$ cat config.mk
export PLATFORM = sky130hd
export DESIGN_NAME = c_brace_depth_scanner_flat
export DESIGN_NICKNAME = d
export VERILOG_FILES = /design/src/rtl/core/cbds_pkg.sv /design/src/rtl/core/cbds_if.sv /design/src/rtl/core/c_brace_depth_scanner.sv /design/src/rtl/core/cbds_scan.sv /design/src/rtl/core/cbds_outbuf.sv /design/src/flat_wrapper.sv
export SDC_FILE = /design/constraint.sdc
export NUM_CORES = 1
export LEC_CHECK = 0
export BUFFER_PORTS_ARGS = -buffer_cell sky130_fd_sc_hd__buf_2
export CORE_MARGIN = 2
export CORE_UTILIZATION = 50
export DETAILED_ROUTE_END_ITERATION = 7
export PLACE_DENSITY = 0.69
export SLEW_MARGIN = 20
export SYNTH_ARGS = -nofsm -noshare
export SYNTH_HDL_FRONTEND = slang
export SYNTH_SLANG_ARGS = --single-unit
$ cat constraint.sdc
create_clock -name clk -period 8.1 [get_ports clk]
set_input_delay 1.62 -clock clk [delete_from_list [all_inputs] [get_ports clk]]
set_output_delay 1.62 -clock clk [all_outputs]
set_load 0.005 [all_outputs]
$ cat src/rtl/core/cbds_pkg.sv
// Package for the brace depth scanner: character codes, word kinds, types.
// No dependencies.
`default_nettype none

package cbds_pkg;

  localparam int DEPTH_OUT_W = 16;

  localparam logic KIND_CHAR = 1'b0;
  localparam logic KIND_EOL  = 1'b1;

  localparam logic [7:0] CH_SLASH  = 8'h2F;
  localparam logic [7:0] CH_STAR   = 8'h2A;
  localparam logic [7:0] CH_LBRACE = 8'h7B;
  localparam logic [7:0] CH_RBRACE = 8'h7D;
  localparam logic [7:0] CH_SEMI   = 8'h3B;
  localparam logic [7:0] CH_DQUOTE = 8'h22;
  localparam logic [7:0] CH_SQUOTE = 8'h27;
  localparam logic [7:0] CH_BSLASH = 8'h5C;

  typedef logic signed [DEPTH_OUT_W-1:0] depth_out_t;

  // Lexer flags carried from one character to the next.
  typedef struct packed {
    logic comment_open;
    logic quote_double;
    logic line_found;
    logic line_stopped;
    logic string_open;
    logic escape_pending;
    logic slash_pending;
    logic star_pending;
  } scan_st_t;

  // One end-of-line result.
  typedef struct packed {
    logic       found;
    depth_out_t depth;
    logic       in_comment;
  } res_t;

endpackage

`default_nettype wire

$ cat src/rtl/core/cbds_if.sv
// Valid/ready channel interfaces for the scanner's input and result words.
// Depends on cbds_pkg.
`default_nettype none

interface cbds_in_if;
  logic       valid;
  logic       ready;
  logic       kind;
  logic [7:0] ch;
  logic       force_block;

  modport source (output valid, kind, ch, force_block, input ready);
  modport sink   (input valid, kind, ch, force_block, output ready);
endinterface

interface cbds_out_if;
  logic                     valid;
  logic                     ready;
  logic                     found;
  cbds_pkg::depth_out_t     depth;
  logic                     in_comment;

  modport source (output valid, found, depth, in_comment, input ready);
  modport sink   (input valid, found, depth, in_comment, output ready);
endinterface

`default_nettype wire

$ cat src/rtl/core/c_brace_depth_scanner.sv
// Top level of the brace depth scanner: lexer state registers, scan logic, result buffer.
// Depends on cbds_pkg, cbds_if, cbds_scan, cbds_outbuf.
//
//  channel   dir  handshake      word
//  in_chan   in   valid/ready    kind, ch[7:0], force_block
//  out_chan  out  valid/ready    found, depth[15:0] signed, in_comment
//
// One word accepted per cycle while in_chan.ready is high, character and end-of-line alike.
// An end-of-line word's result is on out_chan the cycle after acceptance,
// unless older results are still waiting on out_chan.ready ahead of it.
// in_chan.ready drops only when both result slots (output reg + skid) are full.
// Reset is synchronous, active low; clears depth, comment and line flags.
// Depth is DEPTH_BITS wide inside and saturates; out depth is its low 16 bits,
// sign extended when DEPTH_BITS is below 16.
`default_nettype none

module c_brace_depth_scanner #(
  parameter int DEPTH_BITS = 16
) (
  input wire   clk,
  input wire   rst_n,
  cbds_in_if.sink    in_chan,
  cbds_out_if.source out_chan
);
  import cbds_pkg::*;

  scan_st_t              flags_r, flags_nxt;
  logic [DEPTH_BITS-1:0] depth_r, depth_nxt;
  res_t                  res_now;
  res_t                  res_out;
  logic                  buf_ready;
  logic                  accept;

  assign in_chan.ready = buf_ready;
  assign accept        = in_chan.valid && buf_ready;

  cbds_scan #(.DEPTH_BITS(DEPTH_BITS)) u_scan (
    .kind        (in_chan.kind),
    .ch          (in_chan.ch),
    .force_block (in_chan.force_block),
    .flags_i     (flags_r),
    .depth_i     (depth_r),
    .flags_o     (flags_nxt),
    .depth_o     (depth_nxt),
    .res_o       (res_now)
  );

  // Lexer state advances only on accepted words.
  always_ff @(posedge clk) begin
    if (!rst_n) begin
      flags_r <= '0;
      depth_r <= '0;
    end else if (accept) begin
      flags_r <= flags_nxt;
      depth_r <= depth_nxt;
    end
  end

  // End-of-line word snapshots the state from before its own clear.
  cbds_outbuf u_outbuf (
    .clk       (clk),
    .rst_n     (rst_n),
    .push      (accept && in_chan.kind == KIND_EOL),
    .push_data (res_now),
    .ready_o   (buf_ready),
    .out_valid (out_chan.valid),
    .out_ready (out_chan.ready),
    .out_data  (res_out)
  );

  assign out_chan.found      = res_out.found;
  assign out_chan.depth      = res_out.depth;
  assign out_chan.in_comment = res_out.in_comment;

endmodule

`default_nettype wire

$ cat src/rtl/core/cbds_scan.sv
// Next-state logic for one word: comment/string/brace lexing, saturating depth.
// Depends on cbds_pkg.
`default_nettype none

module cbds_scan #(
  parameter int DEPTH_BITS = 16
) (
  input  wire                      kind,
  input  wire  [7:0]               ch,
  input  wire                      force_block,
  input  cbds_pkg::scan_st_t       flags_i,
  input  wire  [DEPTH_BITS-1:0]    depth_i,
  output cbds_pkg::scan_st_t       flags_o,
  output logic [DEPTH_BITS-1:0]    depth_o,
  output cbds_pkg::res_t           res_o
);
  import cbds_pkg::*;

  localparam logic [DEPTH_BITS-1:0] DEP_MAX = {1'b0, {(DEPTH_BITS-1){1'b1}}};
  localparam logic [DEPTH_BITS-1:0] DEP_MIN = {1'b1, {(DEPTH_BITS-1){1'b0}}};
  localparam logic [DEPTH_BITS-1:0] DEP_ONE = {{(DEPTH_BITS-1){1'b0}}, 1'b1};

  depth_out_t depth_ext;

  generate
    if (DEPTH_BITS >= DEPTH_OUT_W) begin : g_trunc
      assign depth_ext = depth_i[DEPTH_OUT_W-1:0];
    end else begin : g_sext
      assign depth_ext = {{(DEPTH_OUT_W-DEPTH_BITS){depth_i[DEPTH_BITS-1]}}, depth_i};
    end
  endgenerate

  assign res_o = '{found: flags_i.line_found, depth: depth_ext,
                   in_comment: flags_i.comment_open};

  always_comb begin
    logic done;
    logic [7:0] close_q;
    flags_o = flags_i;
    depth_o = depth_i;
    done    = 1'b0;
    close_q = flags_i.quote_double ? CH_DQUOTE : CH_SQUOTE;
    if (kind == KIND_EOL) begin
      flags_o.line_found     = 1'b0;
      flags_o.line_stopped   = 1'b0;
      flags_o.string_open    = 1'b0;
      flags_o.escape_pending = 1'b0;
      flags_o.slash_pending  = 1'b0;
      flags_o.star_pending   = 1'b0;
    end else if (!flags_i.line_stopped) begin
      if (flags_i.comment_open) begin
        // "/*" inside a comment is swallowed as a pair
        if (flags_i.slash_pending) begin
          flags_o.slash_pending = 1'b0;
          done = (ch == CH_STAR);
        end else if (flags_i.star_pending) begin
          flags_o.star_pending = 1'b0;
          if (ch == CH_SLASH) begin
            flags_o.comment_open = 1'b0;
            done = 1'b1;
          end
        end
        if (!done) begin
          if (ch == CH_SLASH)     flags_o.slash_pending = 1'b1;
          else if (ch == CH_STAR) flags_o.star_pending  = 1'b1;
        end
      end else if (flags_i.string_open) begin
        if (flags_i.escape_pending)  flags_o.escape_pending = 1'b0;
        else if (ch == CH_BSLASH)    flags_o.escape_pending = 1'b1;
        else if (ch == close_q)      flags_o.string_open    = 1'b0;
      end else begin
        if (flags_i.slash_pending) begin
          flags_o.slash_pending = 1'b0;
          if (ch == CH_STAR) begin
            flags_o.comment_open = 1'b1;
            done = 1'b1;
          end else if (ch == CH_SLASH) begin
            flags_o.line_stopped = 1'b1;
            done = 1'b1;
          end
        end
        if (!done) begin
          if (ch == CH_SLASH) begin
            flags_o.slash_pending = 1'b1;
          end else if (ch == CH_DQUOTE || ch == CH_SQUOTE) begin
            flags_o.string_open    = 1'b1;
            flags_o.quote_double   = (ch == CH_DQUOTE);
            flags_o.escape_pending = 1'b0;
          end else if (ch == CH_LBRACE) begin
            flags_o.line_found = 1'b1;
            if (depth_i != DEP_MAX) depth_o = depth_i + DEP_ONE;
          end else if (ch == CH_RBRACE) begin
            flags_o.line_found = 1'b1;
            if (depth_i != DEP_MIN) depth_o = depth_i - DEP_ONE;
          end else if (ch == CH_SEMI && depth_i == '0 && !force_block) begin
            flags_o.line_found   = 1'b1;
            flags_o.line_stopped = 1'b1;
          end
        end
      end
    end
  end

endmodule

`default_nettype wire

$ cat src/rtl/core/cbds_outbuf.sv
// Two-entry result buffer (output register plus skid) for end-of-line words.
// Depends on cbds_pkg.
`default_nettype none

module cbds_outbuf (
  input  wire             clk,
  input  wire             rst_n,
  input  wire             push,
  input  cbds_pkg::res_t  push_data,
  output logic            ready_o,
  output logic            out_valid,
  input  wire             out_ready,
  output cbds_pkg::res_t  out_data
);
  import cbds_pkg::*;

  logic main_v_r;
  logic skid_v_r;
  res_t main_r;
  res_t skid_r;

  assign ready_o   = !skid_v_r;
  assign out_valid = main_v_r;
  assign out_data  = main_r;

  always_ff @(posedge clk) begin
    if (!rst_n) begin
      main_v_r <= 1'b0;
      skid_v_r <= 1'b0;
    end else if (!main_v_r || out_ready) begin
      if (skid_v_r) begin
        main_v_r <= 1'b1;
        skid_v_r <= 1'b0;
      end else begin
        main_v_r <= push;
      end
    end else if (push) begin
      skid_v_r <= 1'b1;
    end
  end

  // payload, no reset
  always_ff @(posedge clk) begin
    if (!main_v_r || out_ready) begin
      if (skid_v_r) main_r <= skid_r;
      else if (push) main_r <= push_data;
    end else if (push) begin
      skid_r <= push_data;
    end
  end

endmodule

`default_nettype wire

$ cat src/flat_wrapper.sv
// flat-port wrapper written by rule: the top's interface ports become plain ports
module c_brace_depth_scanner_flat import cbds_pkg::*;
#(
  parameter int DEPTH_BITS = 16
)
  (clk, rst_n, in_chan_valid, in_chan_kind, in_chan_ch, in_chan_force_block, in_chan_ready, out_chan_valid, out_chan_found, out_chan_depth, out_chan_in_comment, out_chan_ready);
  cbds_in_if in_chan_i ();
  cbds_out_if out_chan_i ();
  input wire clk;
  input wire rst_n;
  input wire logic [$bits(in_chan_i.valid)-1:0] in_chan_valid;
  input wire logic [$bits(in_chan_i.kind)-1:0] in_chan_kind;
  input wire logic [$bits(in_chan_i.ch)-1:0] in_chan_ch;
  input wire logic [$bits(in_chan_i.force_block)-1:0] in_chan_force_block;
  output wire logic [$bits(in_chan_i.ready)-1:0] in_chan_ready;
  output wire logic [$bits(out_chan_i.valid)-1:0] out_chan_valid;
  output wire logic [$bits(out_chan_i.found)-1:0] out_chan_found;
  output wire logic [$bits(out_chan_i.depth)-1:0] out_chan_depth;
  output wire logic [$bits(out_chan_i.in_comment)-1:0] out_chan_in_comment;
  input wire logic [$bits(out_chan_i.ready)-1:0] out_chan_ready;
  assign in_chan_i.valid = in_chan_valid;
  assign in_chan_i.kind = in_chan_kind;
  assign in_chan_i.ch = in_chan_ch;
  assign in_chan_i.force_block = in_chan_force_block;
  assign in_chan_ready = in_chan_i.ready;
  assign out_chan_valid = out_chan_i.valid;
  assign out_chan_found = out_chan_i.found;
  assign out_chan_depth = out_chan_i.depth;
  assign out_chan_in_comment = out_chan_i.in_comment;
  assign out_chan_i.ready = out_chan_ready;
  c_brace_depth_scanner #(.DEPTH_BITS(DEPTH_BITS)) u_core (.clk(clk), .rst_n(rst_n), .in_chan(in_chan_i), .out_chan(out_chan_i));
endmodule
Word level (Yosys, flattened, before mapping)
Index checks and enable logic that the tools add are counted.
{"block": "word_totals", "romBits": 0, "mem_bits_rw": 0, "n_memories": 0, "register_bits": 62, "in_bits": 14, "latch_bits": 0, "output_inout_bits": 20}
{"block": "op_classes", "reduce_logical": 27, "bitwise": 9, "eq_ne": 21, "muxes": 64, "magnitude_cmp": 0, "shift": 0, "n_mul": 0, "div": 0, "add_sub_neg": 2}
{"operator": "2-to-1 mux 16 bit", "count": 4}
{"operator": "2-to-1 mux 1 bit", "count": 44}
{"operator": "equality test 8 x 6 -> 1 bit, second input constant", "count": 5}
{"operator": "2-to-1 mux 18 bit", "count": 2}
{"operator": "equality test 8 x 7 -> 1 bit, second input constant", "count": 3}
{"operator": "2-to-1 mux 6 bit", "count": 3}
{"operator": "adder 16 x 1 -> 16 bit, second input constant", "count": 1}
{"operator": "logical NOT 16 bit", "count": 1}
{"operator": "!= test 16 x 15 -> 1 bit, second input constant", "count": 1}
{"operator": "!= test 16 bit, second input constant", "count": 1}
{"operator": "AND reduction 8 bit", "count": 2}
{"operator": "subtractor 16 x 1 -> 16 bit, second input constant", "count": 1}
{"operator": "2-to-1 mux 2 bit", "count": 7}
{"operator": "!= test 2 bit, second input constant", "count": 6}
{"operator": "AND reduction 3 bit", "count": 4}
{"operator": "AND reduction 11 bit", "count": 1}
{"operator": "!= test 3 x 2 -> 1 bit, second input constant", "count": 3}
{"operator": "NOT 1 bit", "count": 9}
{"operator": "equality test 8 bit", "count": 1}
{"operator": "2-to-1 mux 4 bit", "count": 2}
{"operator": "nonzero test 2 bit", "count": 4}
{"operator": "AND reduction 6 bit", "count": 1}
{"operator": "2-to-1 mux 5 bit", "count": 1}
{"operator": "logical AND 1 bit", "count": 4}
{"operator": "other kinds (8)", "count": 12}

Depth between registers and ports, before layout
Gate-level depths: netlist of the first run.
{"block": "logic_depth", "depth_word": 20, "ltp_mapped": 12}

Modules after synthesis
A second synthesis of the first run with hierarchy kept.
{"block": "hier_totals", "hier_cells": 399, "hier_area_um2": 3922.5}
{"mod": "cbds_outbuf", "cells_per_inst": 65, "area_each_um2": 1455.1, "instances": 1, "seq_area_each_um2": 1121.1}
{"mod": "cbds_scan", "cells_per_inst": 223, "area_each_um2": 1452.6, "instances": 1, "seq_area_each_um2": 0.0}
{"mod": "c_brace_depth_scanner", "cells_per_inst": 111, "area_each_um2": 1014.7, "instances": 1, "seq_area_each_um2": 480.5}

Worst setup path after synthesis of the first run
No wires, ideal clock.
{"block": "synth_timing", "kind": "input -> register", "startpoint": "in in_chan_ch[2]", "endpoint": "reg u_core.depth_r[15]", "cell_stages": 11, "required_time_ns": 8.028, "setup_slack_ns": 3.974, "arrival_ns": 4.054, "path_cell_list": "buf_2 > nand4b_1 > nor2_1 > inv_1 > ha_1 > a21oi_1 > o21ai_1 > o31a_1 > nor4_1 > mux2i_1 > mux2i_1"}
{"block": "synth_between", "elab_chain_len": 10, "word_cells_on_any_way": 22}
{"item": "from (decl)", "line_no": "flat_wrapper.sv:13", "source": "input wire logic [$bits(in_chan_i.ch)-1:0] in_chan_ch;"}
{"item": "equality test 8 x 6 -> 1 bit", "line_no": "cbds_scan.sv:77, cbds_scan.sv:83"}
{"item": "2-to-1 mux 1 bit", "line_no": "cbds_scan.sv:77", "source": "end else if (ch == CH_SLASH) begin"}
{"item": "2-to-1 mux 1 bit", "line_no": "cbds_scan.sv:74", "source": "if (ch == CH_STAR) begin"}
{"item": "2-to-1 mux 1 bit", "line_no": "cbds_scan.sv:72", "source": "if (flags_i.slash_pending) begin"}
{"item": "2-to-1 mux 1 bit", "line_no": "cbds_scan.sv:67", "source": "end else if (flags_i.string_open) begin"}
{"item": "2-to-1 mux 1 bit", "line_no": "cbds_scan.sv:51", "source": "if (flags_i.comment_open) begin"}
{"item": "2-to-1 mux 1 bit", "line_no": "cbds_scan.sv:50", "source": "end else if (!flags_i.line_stopped) begin"}
{"item": "2-to-1 mux 1 bit", "line_no": "cbds_scan.sv:43", "source": "if (kind == KIND_EOL) begin"}
{"item": "NOT 1 bit (no source line)"}
{"item": "AND reduction 11 bit (no source line)"}
{"item": "to (signal assigned)", "line_no": "c_brace_depth_scanner.sv:55", "source": "depth_r <= depth_nxt;"}
{"item": "to (decl)", "line_no": "c_brace_depth_scanner.sv:28", "source": "logic [DEPTH_BITS-1:0] depth_r, depth_nxt;"}
Parallel ways exist; a longest one is shown, timed or not. The select of a mux whose other input is x is not followed.
A chain may end at the register's enable or synchronous reset.

Worst setup path in the final report of the first run
Same ends and word-level chain as after synthesis.

==> summary.txt, run 1 <==
Run status
  – Result of the run: complete, but fails checks
  – Violations in the final reports: design-rule violations

Power and ir drop
  – Portion of total power attributed to combinational logic: 0.049
  – Static Leakage: 1.480 nW
  – Net Sw Power: 0.0001456 W
  – Maximum vdd drop: 80.87 uV
  – Power share of the clock group: 0.426
  – Internal power: 0.0004972 W
  – Sequential share of power: 0.525
  – Pwr per Cell Area: 170.8 mW/mm^2
  – Switching share of power: 0.2265

Run
  – Max-capacitance violation count: 0

Final layout
  – Synth-to-layout area growth: 12.62%
  – Share of layout cells above drive strength 1: 0.1940
  – Nets: 390
  – Number of antenna repair diodes: 0
  – Fill cells: 558

Drt
  – Detailed Routing Iterations Pass 1: 8
  – 1st-iter DRT viols: 171
  – Drt wl/cell: 15.73 microns
  – Antenna-violating nets left: 0
  – Post-route DRC violation count: 3
  – Total via count in the routed design: 2,630
  – DR vias/cell: 5.937
  – Wirelength, routed: 6967 microns

CTS
  – Number of buffers added by the clock tree synthesis step: 9
  – # hold bufs at CTS: 0
  – Source-to-sink clock delay at the later pin of the worst-skew pair: 330 ps
  – Number of clock sinks: 62
  – H-tree depth: 3
  – Clock Root Buffer: sky130_fd_sc_hd__clkbuf_8
  – Resized Gates After CTS: 0
  – Worst-case clock buffer depth: 2
  – Setup Buffers After CTS: 0
  – Clock tree from TritonCTS: yes
  – Clk slew on worst S/H paths: 70 ps

Timing
  – Max Fclk: 236.8 MHz
  – Clock period minus final worst setup slack: 4223 ps
  – Unrepaired setup endpoints after global routing: no
  – Worst slew pin tran: 930.4 ps
  – Hold Vio Cnt, Final: 0
  – Setup clock skew after layout: 8.364 ps
  – Number of failing setup endpoints in the final timing report: 0
  – Setup TNS after final layout: 0 ps
  – Max-slew headroom at the worst pin: 0.3797
  – Hold Slack: 484.3 ps
  – Max-slew violations: 0
  – Final period util: 0.5213

GRT
  – Vias in the first global route: 2,398
  – Tot GR Track Use: 0.2022
  – Overflow left after global routing: 0
  – Number of antenna violations at the first check in global routing: 0
  – Largest net degree at the start of global routing: 23
  – First-pass GRT wire length: 11,720 microns

Floorplanning
  – Number of top-level pins: 34
  – Initial cell density of the core: 0.5202
  – CORE AREA: 0.006422 sq mm
  – Die ar.: 0.007351 sq mm
  – Horizontal extent of the die: 85.74 microns
  – Die extent in y: 85.74 microns
  – Placement Rows: 29

Yosys
  – Number of distinct library cells after synthesis: 50
  – Count of mapped cells out of synthesis: 329
  – Area of the mapped netlist: 0.003341 sq mm
  – Flip-flop cell with the highest count after synthesis: sky130_fd_sc_hd__edfxtp_1
  – Number of synthesized flops with an enable pin: 36
  – Dominant cell by count in the synthesized netlist: sky130_fd_sc_hd__edfxtp_1
  – Leading area contributor after synthesis: sky130_fd_sc_hd__edfxtp_1
  – Number of warning messages in the yosys log: 0
  – Sequential-to-total area share from yosys stat: 0.4794
  – Fraction of post-synthesis cell area in the top cell type by area: 0.3236
  – Async SR Flop Fraction: 0
  – Synth Register Bits: 62
  – Cell types occupying the most area after synthesis: sky130_fd_sc_hd__edfxtp_1 (32%), sky130_fd_sc_hd__dfxtp_1 (16%), sky130_fd_sc_hd__mux2_2 (5.7%)
  – Most common library cells after synthesis: sky130_fd_sc_hd__edfxtp_1 (36), sky130_fd_sc_hd__a21oi_1 (28), sky130_fd_sc_hd__dfxtp_1 (26)
  – Syn_area_per_cell: 10.15 sq um
  – Synthesized net count: 358

Placement
  – Detailed placer's ending HPWL: 4864 microns
  – Port Buffer Count: 33
  – Final RePlAce weighted congestion: 0.9391

Worst setup path
  – R2R cell count: 7
  – Data required time at the worst endpoint: 8360 ps
  – CP startpoint kind: input port
  – Largest fanout of any net on the critical path: 17
  – Type of the setup path with the least slack: in2reg
  – CP arrival: 4480 ps
  – Critical path capture point type: flop

Worst hold path
  – Kind of path behind the tightest hold check: reg2reg
  – Number of cells on the worst hold path: 0
==> per-layer routing <==
metal | routed length [microns] | vias to the layer above | track usage
met2 | 3002 | 66 | 0.2983
li1 | - | 1325 | -
met5 | 0 | - | 0
met3 | 355 | 6 | 0.03754
met1 | 3527 | 1233 | 0.2987
met4 | 81 | 0 | 0.07071
==> worst paths after layout <==
| kind | slack (ps) | end | start |
|---|---|---|---|
| min reg2reg | 480 | u_core.u_outbuf.skid_r[17]$_DFFE_PP_ | u_core.flags_r[5]$_SDFFE_PN0P_ |
| max | 3880 | u_core.depth_r[15]$_SDFFE_PN0P_ | in_chan_ch[2] |
| min | 480 | u_core.u_outbuf.skid_r[17]$_DFFE_PP_ | u_core.flags_r[5]$_SDFFE_PN0P_ |
| max reg2reg | 4890 | u_core.depth_r[13]$_SDFFE_PN0P_ | u_core.u_outbuf.skid_v_r$_SDFFE_PP0P_ |
==> through the flow <==
step | setup slack [ps] | cells | total power (W) | util | instance area (sq um)
CTS | 3913 | 443 | 0.0006469 | 0.5858 | 3762
global route | 3567 | 443 | 0.0006642 | 0.5858 | 3762
floorplan | 3974 | 329 | 0.0003638 | - | 3341
detailed placement | 3563 | 427 | 0.0003759 | 0.5548 | 3563
finish | 3877 | 443 | 0.0006428 | 0.5858 | 3762
global placement | 3736 | 427 | 0.0003753 | 0.5548 | 3563
==> cell type report <==
cell class                 count  area, sq um  area share
clock inverter                 6        61.31     0.01630
clock buffer                  10        137.6     0.03658
sequential                    62         1602      0.4257
inverter                      11        41.29     0.01097
timing repair buffer          36        187.7     0.04988
multi-input combinational    241         1637      0.4350
tap                           77        96.34     0.02561
==> state kept, by name, summed over array words and instances (netlist names) <==
signal,flops
u_core.flags_r,8
u_core.u_outbuf.out_data,18
u_core.u_outbuf.out_valid,1
u_core.depth_r,16
u_core.u_outbuf.skid_v_r,1
u_core.u_outbuf.skid_r,18
==> power by group through the flow <==
stage	Sequential (W)	Clock (W)	Combinational (W)
after global placement	0.000345	0	0.0000307
after global routing	0.000338	0.000291	0.0000348
after floorplan	0.000345	0	0.0000187
after CTS	0.000338	0.000278	0.0000312
after detailed placement	0.000345	0	0.0000311
final	0.000338	0.000274	0.0000312
==> layout by cell type (no fill, tap or decap), drive strengths merged, types with 5 or more instances in the layout <==
master / count
inv: 11
mux2: 17
nor3: 15
buf: 36
a21oi: 28
nor2b: 5
clkbuf: 10
nand3b: 6
or4: 5
nand4b: 6
nor2: 18
nand2: 25
edfxtp: 36
nand4: 8
o21a: 5
dfxtp: 26
xnor2: 8
nand3: 5
ha: 14
o21ai: 21
==> cell families after synthesis <==
logic type / synth area share
xor gates and xnor gates: 0.02622
and+or+nand+nor: 0.1730
AOI/OAI and AO/OA: 0.1689
muxes: 0.06330
buffers and inverters: 0.03071
adders and majority gates: 0.05843
DFF: 0.4794
==> worst max-delay path, stage by stage <==
cell                       delay, ps
sky130_fd_sc_hd__buf_2           160
sky130_fd_sc_hd__nand4b_1        250
sky130_fd_sc_hd__nor2_1          160
sky130_fd_sc_hd__inv_1           300
sky130_fd_sc_hd__ha_1            490
sky130_fd_sc_hd__a21oi_1         260
sky130_fd_sc_hd__o21ai_1         130
sky130_fd_sc_hd__o31a_1          250
sky130_fd_sc_hd__nor4_1          360
sky130_fd_sc_hd__mux2i_1         270
sky130_fd_sc_hd__mux2i_1         210
No activity file was read; power rests on OpenSTA's default activity.
==> run 2, diff against run 1 <==
--- a/config.mk
+++ b/config.mk
@@ -5,11 +5,12 @@
 export SDC_FILE = /design/constraint.sdc
 export NUM_CORES = 1
 export LEC_CHECK = 0
+export ABC_AREA = 1
 export BUFFER_PORTS_ARGS = -buffer_cell sky130_fd_sc_hd__buf_2
 export CORE_MARGIN = 2
 export CORE_UTILIZATION = 50
 export DETAILED_ROUTE_END_ITERATION = 7
-export PLACE_DENSITY = 0.69
+export PLACE_DENSITY = 0.72
 export SLEW_MARGIN = 20
 export SYNTH_ARGS = -nofsm -noshare
 export SYNTH_HDL_FRONTEND = slang
==> constraint.sdc (replaced) <==
create_clock -name clk -period 3.6 [get_ports clk]
set_input_delay 0.72 -clock clk [delete_from_list [all_inputs] [get_ports clk]]
set_output_delay 0.72 -clock clk [all_outputs]
set_load 0.005 [all_outputs]
==> run 2 against run 1 <==
  * The run now ends clean
  * Synthesized area grew 11%
  * Power grew 110%
  * Count of clock-buffer cells in the layout shrank 1
  * Clock power grew 98%
  * Sequential share of layout area shrank 3.9 points
  * Global-route usage grew 0.82 points
  * Die area grew 10%
  * First-iteration DRC count grew 87%
  * Largest cell class unchanged
  * Critical endpoint is now u_core.depth_r[14]$_SDFFE_PN0P_
  * Combinational power grew 150%
  * Final area grew 10%
  * Worst hold slack lost 35 ps
  * Non-clock buffer count grew 1
==> summary.txt, run 2 <==
Run status
  – Result of the run: completed (was complete, but fails checks)

GRT
  – Largest net degree at the start of global routing: 32 (was 23)
  – Vias in the first global route: 2,910 (was 2,398)
  – Tot GR Track Use: 0.2105 (was 0.2022)
  – First-pass GRT wire length: 13,830 microns (was 11,720 microns)
  – Number of antenna violations at the first check in global routing: 0 (unchanged)
  – Overflow left after global routing: 0 (unchanged)

Yosys
  – Synth Register Bits: 62 (unchanged)
  – Sequential-to-total area share from yosys stat: 0.4335 (was 0.4794)
  – Fraction of post-synthesis cell area in the top cell type by area: 0.2926 (was 0.3236)
  – Flip-flop cell with the highest count after synthesis: sky130_fd_sc_hd__edfxtp_1 (unchanged)
  – Leading area contributor after synthesis: sky130_fd_sc_hd__edfxtp_1 (unchanged)
  – Syn_area_per_cell: 7.360 sq um (was 10.15 sq um)
  – Most common library cells after synthesis: sky130_fd_sc_hd__nand2_1 (157), sky130_fd_sc_hd__nor2_1 (66), sky130_fd_sc_hd__inv_1 (51) (was sky130_fd_sc_hd__edfxtp_1 (36), sky130_fd_sc_hd__a21oi_1 (28), sky130_fd_sc_hd__dfxtp_1 (26))
  – Number of synthesized flops with an enable pin: 36 (unchanged)
  – Async SR Flop Fraction: 0 (unchanged)
  – Dominant cell by count in the synthesized netlist: sky130_fd_sc_hd__nand2_1 (was sky130_fd_sc_hd__edfxtp_1)
  – Cell types occupying the most area after synthesis: sky130_fd_sc_hd__edfxtp_1 (29%), sky130_fd_sc_hd__nand2_1 (16%), sky130_fd_sc_hd__dfxtp_1 (14%) (was sky130_fd_sc_hd__edfxtp_1 (32%), sky130_fd_sc_hd__dfxtp_1 (16%), sky130_fd_sc_hd__mux2_2 (5.7%))
  – Number of warning messages in the yosys log: 0 (unchanged)
  – Number of distinct library cells after synthesis: 35 (was 50)
  – Area of the mapped netlist: 0.003695 sq mm (was 0.003341 sq mm)
  – Synthesized net count: 531 (was 358)
  – Count of mapped cells out of synthesis: 502 (was 329)

Final layout
  – Number of antenna repair diodes: 0 (unchanged)
  – Area of all placed cells without fillers: 0.004140 sq mm (was 0.003762 sq mm)
  – Synth-to-layout area growth: 12.06% (was 12.62%)
  – Area of the multi-input gates: 0.001851 sq mm (was 0.001637 sq mm)
  – Top library cells by usage in the layout, fill and taps aside: sky130_fd_sc_hd__nand2_1 (157), sky130_fd_sc_hd__nor2_1 (66), sky130_fd_sc_hd__inv_1 (51) (was sky130_fd_sc_hd__edfxtp_1 (36), sky130_fd_sc_hd__buf_2 (33), sky130_fd_sc_hd__a21oi_1 (28))
  – Share of layout cells above drive strength 1: 0.1172 (was 0.1940)
  – Most common library cell in the layout ignoring fill and taps: sky130_fd_sc_hd__nand2_1 (was sky130_fd_sc_hd__edfxtp_1)
  – Fill cells: 681 (was 558)
  – Register area: 0.001602 sq mm (unchanged)
  – Nets: 570 (was 390)
  – Post-route core utilization: 0.5739 (was 0.5858)

CTS
  – Source-to-sink clock delay at the later pin of the worst-skew pair: 350 ps (was 330 ps)
  – H-tree depth: 3 (unchanged)
  – Number of clock sinks: 62 (unchanged)
  – # hold bufs at CTS: 0 (unchanged)
  – Number of buffers added by the clock tree synthesis step: 9 (unchanged)
  – Resized Gates After CTS: 0 (unchanged)
  – Clock tree from TritonCTS: yes (unchanged)
  – Setup Buffers After CTS: 0 (unchanged)
  – Worst-case clock buffer depth: 2 (unchanged)
  – Clock Root Buffer: sky130_fd_sc_hd__clkbuf_8 (unchanged)
  – Clk slew on worst S/H paths: 70 ps (about the same)

Placement
  – Port Buffer Count: 33 (unchanged)
  – Detailed placer's ending HPWL: 6155 microns (was 4864 microns)
  – Final RePlAce weighted congestion: 0.9943 (was 0.9391)
  – Instance area at placement: 0.003966 sq mm (was 0.003563 sq mm)

Timing
  – Final period util: 0.6812
  – Setup clock skew after layout: 13.72 ps (was 8.364 ps)
  – Max-slew headroom at the worst pin: 0.6296 (was 0.3797)
  – Clock period minus final worst setup slack: 2452 ps
  – Max-slew violations: 0 (unchanged)
  – Max Fclk: 407.8 MHz
  – Number of failing setup endpoints in the final timing report: 0 (unchanged)
  – Worst slew pin tran: 554.9 ps (was 930.4 ps)
  – Unrepaired setup endpoints after global routing: no (unchanged)
  – Hold Vio Cnt, Final: 0 (unchanged)
  – Setup TNS after final layout: 0 ps (unchanged)

Drt
  – Wirelength, routed: 8174 microns (was 6967 microns)
  – Detailed Routing Iterations Pass 1: 5 (was 8)
  – DR vias/cell: 5.127 (was 5.937)
  – Antenna-violating nets left: 0 (unchanged)
  – Total via count in the routed design: 3,307 (was 2,630)
  – Post-route DRC violation count: 0 (was 3)
  – Drt wl/cell: 12.67 microns (was 15.73 microns)
  – 1st-iter DRT viols: 320 (was 171)

Worst setup path
  – Critical path capture point type: flop (unchanged)
  – Data required time at the worst endpoint: 3840 ps (was 8360 ps)
  – Largest fanout of any net on the critical path: 22 (was 17)
  – Reg2reg setup slack: 1260 ps (was 4890 ps)
  – Type of the setup path with the least slack: in2reg (unchanged)
  – Slowest cell delay on critical path: 410 ps (was 490 ps)
  – R2R cell count: 9 (was 7)
  – Bufs and invs on worst path: 2 (unchanged)
  – Critical path cell sequence: buf_2 -> inv_1 -> nand2_1 -> nor2_4 -> nand2_4 -> ha_1 -> a21oi_1 -> nor2_1 -> nor2_1 -> nor2_1 -> nor2_1 -> nand3b_1 -> a21oi_1 -> nor2_1 (was buf_2 -> nand4b_1 -> nor2_1 -> inv_1 -> ha_1 -> a21oi_1 -> o21ai_1 -> o31a_1 -> nor4_1 -> mux2i_1 -> mux2i_1)
  – Cell with the largest stage delay on the worst path: sky130_fd_sc_hd__ha_1 (unchanged)
  – Worst reg2reg startpoint: u_core.u_outbuf.skid_v_r$_SDFFE_PP0P_ (unchanged)
  – Cell family contributing the most delay on the critical path: simple AND/OR/NAND/NOR gates (unchanged)
  – CP arrival: 2690 ps (was 4480 ps)
  – CP startpoint kind: input port (unchanged)
  – Endpoint of the most critical register-to-register path: u_core.depth_r[12]$_SDFFE_PN0P_ (was u_core.depth_r[13]$_SDFFE_PN0P_)
  – Cell count along the critical path: 14 (was 11)
  – Most used cell along the critical path: sky130_fd_sc_hd__nor2_1 (was sky130_fd_sc_hd__mux2i_1)

Power and ir drop
  – Total design power: 0.001382 W (was 0.0006428 W)
  – Net Sw Power: 0.0003476 W (was 0.0001456 W)
  – Pwr per Cell Area: 333.7 mW/mm^2 (was 170.8 mW/mm^2)
  – Internal power: 0.001034 W (was 0.0004972 W)
  – Sequential share of power: 0.550 (was 0.525)
  – Static Leakage: 1.856 nW (was 1.480 nW)
  – Power share of the clock group: 0.393 (was 0.426)
  – Portion of total power attributed to combinational logic: 0.056 (was 0.049)
  – Switching share of power: 0.2516 (was 0.2265)
  – Maximum vdd drop: 146.1 uV (was 80.87 uV)

Floorplanning
  – CORE AREA: 0.007214 sq mm (was 0.006422 sq mm)
  – Die ar.: 0.008093 sq mm (was 0.007351 sq mm)
  – Number of top-level pins: 34 (unchanged)
  – Die extent in y: 89.96 microns (was 85.74 microns)
  – Initial cell density of the core: 0.5121 (was 0.5202)
  – Horizontal extent of the die: 89.96 microns (was 85.74 microns)
  – Placement Rows: 31 (was 29)

Worst hold path
  – Kind of path behind the tightest hold check: reg2reg (unchanged)
  – Worst-case hold path end point: u_core.u_outbuf.skid_r[17]$_DFFE_PP_ (unchanged)
  – Hold path start: u_core.flags_r[5]$_SDFFE_PN0P_ (unchanged)
  – Number of cells on the worst hold path: 0 (unchanged)

Run
  – Max-capacitance violation count: 0 (unchanged)
## run 2: metrics by stage
| step | hold WS, ps | cells | worst slack (ps) |
|---|---|---|---|
| after floorplan | 406.4 | 502 | 1150 |
| after global placement | 409.0 | 629 | 813.6 |
| after detailed placement | 422.1 | 629 | 805.9 |
| after CTS | 439.2 | 645 | 1168 |
| after global routing | 467.0 | 645 | 932.6 |
| final | 449.6 | 645 | 1148 |
## run 2: cell families after synthesis
group	count (synthesis)	synth area share
DFF	62	0.4335
and+or+nand+nor	293	0.3369
AOI/OAI and AO/OA	61	0.08703
adders and majority gates	15	0.05283
xor gates and xnor gates	9	0.02134
buffers and inverters	61	0.06570
muxes	1	0.002709
## run 2: per-layer routing
| layer | global-route usage | up-vias | share of wire |
|---|---|---|---|
| met4 | 0.1051 | 0 | 0.018 |
| met5 | 0 | - | 0 |
| met1 | 0.3099 | 1448 | 0.50 |
| li1 | - | 1734 | - |
| met2 | 0.3081 | 110 | 0.42 |
| met3 | 0.02347 | 15 | 0.057 |
## run 2: how the worst max path moves through the flow
stage | from | to | slack [ps]
global route | in_chan_ch[2] | u_core.depth_r[14]$_SDFFE_PN0P_ | 930
global placement | in_chan_ch[2] | u_core.depth_r[14]$_SDFFE_PN0P_ | 810
CTS | in_chan_ch[2] | u_core.depth_r[14]$_SDFFE_PN0P_ | 1170
floorplan | in_chan_ch[2] | u_core.depth_r[8]$_SDFFE_PN0P_ | 1150
finish | in_chan_ch[2] | u_core.depth_r[14]$_SDFFE_PN0P_ | 1150
detailed placement | in_chan_ch[2] | u_core.depth_r[14]$_SDFFE_PN0P_ | 810
## run 2: power by group through the flow
stage | clock, W | combinational (W) | sequential, W
3_3_place_gp | 0 | 0.0000767 | 0.000776
4_1_cts | 0.000549 | 0.0000779 | 0.000760
2_1_floorplan | 0 | 0.0000460 | 0.000778
5_1_grt | 0.000581 | 0.0000889 | 0.000762
6_report | 0.000543 | 0.0000778 | 0.000760
3_5_place_dp | 0 | 0.0000776 | 0.000777
## run 2: final cells by class
cell class | count | share of cell area
sequential | 62 | 0.3868
timing repair buffer | 37 | 0.04714
tap | 99 | 0.02992
clock inverter | 7 | 0.01209
clock buffer | 9 | 0.02992
inverter | 52 | 0.04714
multi-input combinational | 379 | 0.4470
## run 2: worst reg2reg max path: stages (launching register included)
cell,delay [ps]
sky130_fd_sc_hd__dfxtp_1,300
sky130_fd_sc_hd__buf_4,210
sky130_fd_sc_hd__inv_2,190
sky130_fd_sc_hd__nand2_1,120
sky130_fd_sc_hd__nor2_1,280
sky130_fd_sc_hd__inv_1,140
sky130_fd_sc_hd__nor2_1,170
sky130_fd_sc_hd__nand3_2,420
sky130_fd_sc_hd__a21oi_1,350
sky130_fd_sc_hd__nor2_1,60
==> run 3, diff against run 2 <==
--- a/config.mk
+++ b/config.mk
@@ -5,12 +5,12 @@
 export SDC_FILE = /design/constraint.sdc
 export NUM_CORES = 1
 export LEC_CHECK = 0
-export ABC_AREA = 1
+export ABC_AREA = 0
 export BUFFER_PORTS_ARGS = -buffer_cell sky130_fd_sc_hd__buf_2
 export CORE_MARGIN = 2
 export CORE_UTILIZATION = 50
 export DETAILED_ROUTE_END_ITERATION = 7
-export PLACE_DENSITY = 0.72
+export PLACE_DENSITY = 0.69
 export SLEW_MARGIN = 20
 export SYNTH_ARGS = -nofsm -noshare
 export SYNTH_HDL_FRONTEND = slang
==> constraint.sdc (replaced) <==
create_clock -name clk -period 2.5 [get_ports clk]
set_input_delay 0.5 -clock clk [delete_from_list [all_inputs] [get_ports clk]]
set_output_delay 0.5 -clock clk [all_outputs]
set_load 0.005 [all_outputs]
==> run 3 against run 2 <==
  * The flow now finishes with violations (design-rule violations)
  * Clock skew barely moved
  * Sequential cell count did not move
  * Final cell count fell by 23%
  * Final area rose by 7.3%
  * Sequential share of layout area fell by 2.6 points
  * Register-to-register slack got worse by 890 ps
  * Utilization rose by 12 points
  * Global-route usage rose by 2.9 points
  * Largest cell class unchanged
  * Highest routed layer unchanged
==> summary.txt, run 3 (synthesis results as in run 1) <==
GRT
  – Vias in the first global route: 2,732 (was 2,910)
  – First-pass GRT wire length: 13,720 microns (was 13,830 microns)
  – Overflow left after global routing: 0 (unchanged)
  – Largest net degree at the start of global routing: 22 (was 32)
  – Number of antenna violations at the first check in global routing: 0 (unchanged)
  – Tot GR Track Use: 0.2391 (was 0.2105)

Worst setup path
  – Critical path capture point type: flop (unchanged)
  – CP arrival: 2700 ps (was 2690 ps)
  – Largest fanout of any net on the critical path: 14 (was 22)
  – Type of the setup path with the least slack: in2reg (unchanged)
  – CP startpoint kind: input port (unchanged)
  – Data required time at the worst endpoint: 2770 ps (was 3840 ps)

Drt
  – 1st-iter DRT viols: 174 (was 320)
  – Total via count in the routed design: 2,945 (was 3,307)
  – Post-route DRC violation count: 5 (was 0)
  – Antenna-violating nets left: 0 (unchanged)
  – Detailed Routing Iterations Pass 1: 8 (was 5)
  – DR vias/cell: 5.926 (was 5.127)
  – Wirelength, routed: 8318 microns (was 8174 microns)
  – Drt wl/cell: 16.74 microns (was 12.67 microns)

Placement
  – Detailed placer's ending HPWL: 5856 microns (was 6155 microns)
  – Final RePlAce weighted congestion: 0.9243 (was 0.9943)
  – Port Buffer Count: 33 (unchanged)

Final layout
  – Most common library cell in the layout ignoring fill and taps: sky130_fd_sc_hd__buf_4 (was sky130_fd_sc_hd__nand2_1)
  – Top library cells by usage in the layout, fill and taps aside: sky130_fd_sc_hd__buf_4 (55), sky130_fd_sc_hd__edfxtp_1 (36), sky130_fd_sc_hd__buf_2 (32) (was sky130_fd_sc_hd__nand2_1 (157), sky130_fd_sc_hd__nor2_1 (66), sky130_fd_sc_hd__inv_1 (51))
  – Synth-to-layout area growth: 32.92% (was 12.06%)
  – Number of antenna repair diodes: 0 (unchanged)
  – Fill cells: 507 (was 681)
  – Nets: 444 (was 570)
  – Share of layout cells above drive strength 1: 0.3619 (was 0.1172)

Floorplanning
  – Die ar.: 0.007351 sq mm (was 0.008093 sq mm)
  – Horizontal extent of the die: 85.74 microns (was 89.96 microns)
  – Placement Rows: 29 (was 31)
  – Initial cell density of the core: 0.5202 (was 0.5121)
  – Die extent in y: 85.74 microns (was 89.96 microns)
  – CORE AREA: 0.006422 sq mm (was 0.007214 sq mm)
  – Number of top-level pins: 34 (unchanged)

Run status
  – Result of the run: complete, but fails checks (was completed)
  – Violations in the final reports: design-rule violations

CTS
  – Number of clock sinks: 62 (unchanged)
  – H-tree depth: 3 (unchanged)
  – Setup Buffers After CTS: 0 (unchanged)
  – Number of buffers added by the clock tree synthesis step: 9 (unchanged)
  – Resized Gates After CTS: 0 (unchanged)
  – # hold bufs at CTS: 0 (unchanged)
  – Clock tree from TritonCTS: yes (unchanged)
  – Worst-case clock buffer depth: 2 (unchanged)
  – Clk slew on worst S/H paths: 80 ps (was 70 ps)
  – Source-to-sink clock delay at the later pin of the worst-skew pair: 340 ps (was 350 ps)
  – Clock Root Buffer: sky130_fd_sc_hd__clkbuf_8 (unchanged)

Timing
  – Unrepaired setup endpoints after global routing: yes (was no)
  – Number of failing setup endpoints in the final timing report: 0 (unchanged)
  – Hold Slack: 483.9 ps (was 449.6 ps)
  – Max Fclk: 412.7 MHz
  – Worst slew pin tran: 456.8 ps (was 554.9 ps)
  – Max-slew headroom at the worst pin: 0.6922 (was 0.6296)
  – Max-slew violations: 0 (unchanged)
  – Setup clock skew after layout: 13.44 ps (was 13.72 ps)
  – Clock period minus final worst setup slack: 2423 ps
  – Setup TNS after final layout: 0 ps (unchanged)
  – Final period util: 0.9691
  – Hold Vio Cnt, Final: 0 (unchanged)

Worst hold path
  – Kind of path behind the tightest hold check: reg2reg (unchanged)

Run
  – Max-capacitance violation count: 0 (unchanged)

Power and ir drop
  – Maximum vdd drop: 347.9 uV (was 146.1 uV)
  – Pwr per Cell Area: 492.1 mW/mm^2 (was 333.7 mW/mm^2)
  – Static Leakage: 1.803 nW (was 1.856 nW)
run 3: cell count changes in the layout (fill, tap and decap cells not counted), sizes merged, moves of 5 or more:
cell    before  now
a21oi       34   28
buf         37   90
inv         53   10
mux2         0   17
nand2      160   25
nand3       33    5
nand4b       0    6
nor2        70   18
nor2b        0    5
nor3        10   15
o21a         0    5
or4          0    5
xnor2        1    8
xor2         8    2
run 3: worst paths after layout:
| check | startpoint | cells past startpoint | slack, ps | to |
|---|---|---|---|---|
| setup reg to reg | u_core.depth_r[0]$_SDFFE_PN0P_ | 7 | 370 | u_core.depth_r[15]$_SDFFE_PN0P_ |
| setup / recovery | in_chan_ch[2] | 12 | 80 | u_core.depth_r[15]$_SDFFE_PN0P_ |
| hold / removal | u_core.flags_r[5]$_SDFFE_PN0P_ | 0 | 480 | u_core.u_outbuf.skid_r[17]$_DFFE_PP_ |
| hold reg to reg | u_core.flags_r[5]$_SDFFE_PN0P_ | 0 | 480 | u_core.u_outbuf.skid_r[17]$_DFFE_PP_ |
run 3: cell type report:
cell class              count  area [sq um]  share of cell area
clock inverters             6         86.33             0.01944
clock buffers              10         127.6             0.02874
flip-flops and latches     62          1602              0.3607
well taps                  77         96.34             0.02170
inverters                  11         55.05             0.01240
repair buffers             90         624.3              0.1406
multi-input cells         241          1849              0.4165
run 3: power by group:
group          internal (W)  switching (W)  leakage, nW
Combinational     0.0000576      0.0000709         1.12
Clock              0.000560       0.000404        0.106
Sequential          0.00109     0.00000514        0.581
Total               0.00171       0.000480         1.80
run 3: per-stage QoR:
stage / cells / total power, W / setup WS [ps] / instance area (sq um) / utilization
6_report: 497 / 0.002185 / 77.21 / 4441 / 0.6914
4_1_cts: 497 / 0.002190 / 47.38 / 4393 / 0.6840
5_1_grt: 497 / 0.002254 / -43.69 / 4441 / 0.6914
2_1_floorplan: 329 / 0.001184 / -184.0 / 3546 / -
3_5_place_dp: 481 / 0.001241 / -312.9 / 4179 / 0.6507
3_3_place_gp: 481 / 0.001238 / -242.2 / 4179 / 0.6507
run 3: worst max-delay path: stages:
cell,delay (ps)
sky130_fd_sc_hd__buf_6,90
sky130_fd_sc_hd__nand4b_1,210
sky130_fd_sc_hd__nor2_2,150
sky130_fd_sc_hd__bufinv_8,250
sky130_fd_sc_hd__buf_12,150
sky130_fd_sc_hd__ha_1,320
sky130_fd_sc_hd__nand4_1,120
sky130_fd_sc_hd__nor3_1,70
sky130_fd_sc_hd__o21a_1,110
sky130_fd_sc_hd__nor4_2,280
sky130_fd_sc_hd__mux2i_1,260
sky130_fd_sc_hd__mux2i_1,190
run 3: layer usage:
metal  up-vias  global-route usage  wire, microns
li1       1431                   -              -
met1      1400              0.3475           3988
met2       105              0.3608           3727
met3         9             0.04812            502
met4         0             0.07359             99
met5         -                   0              0
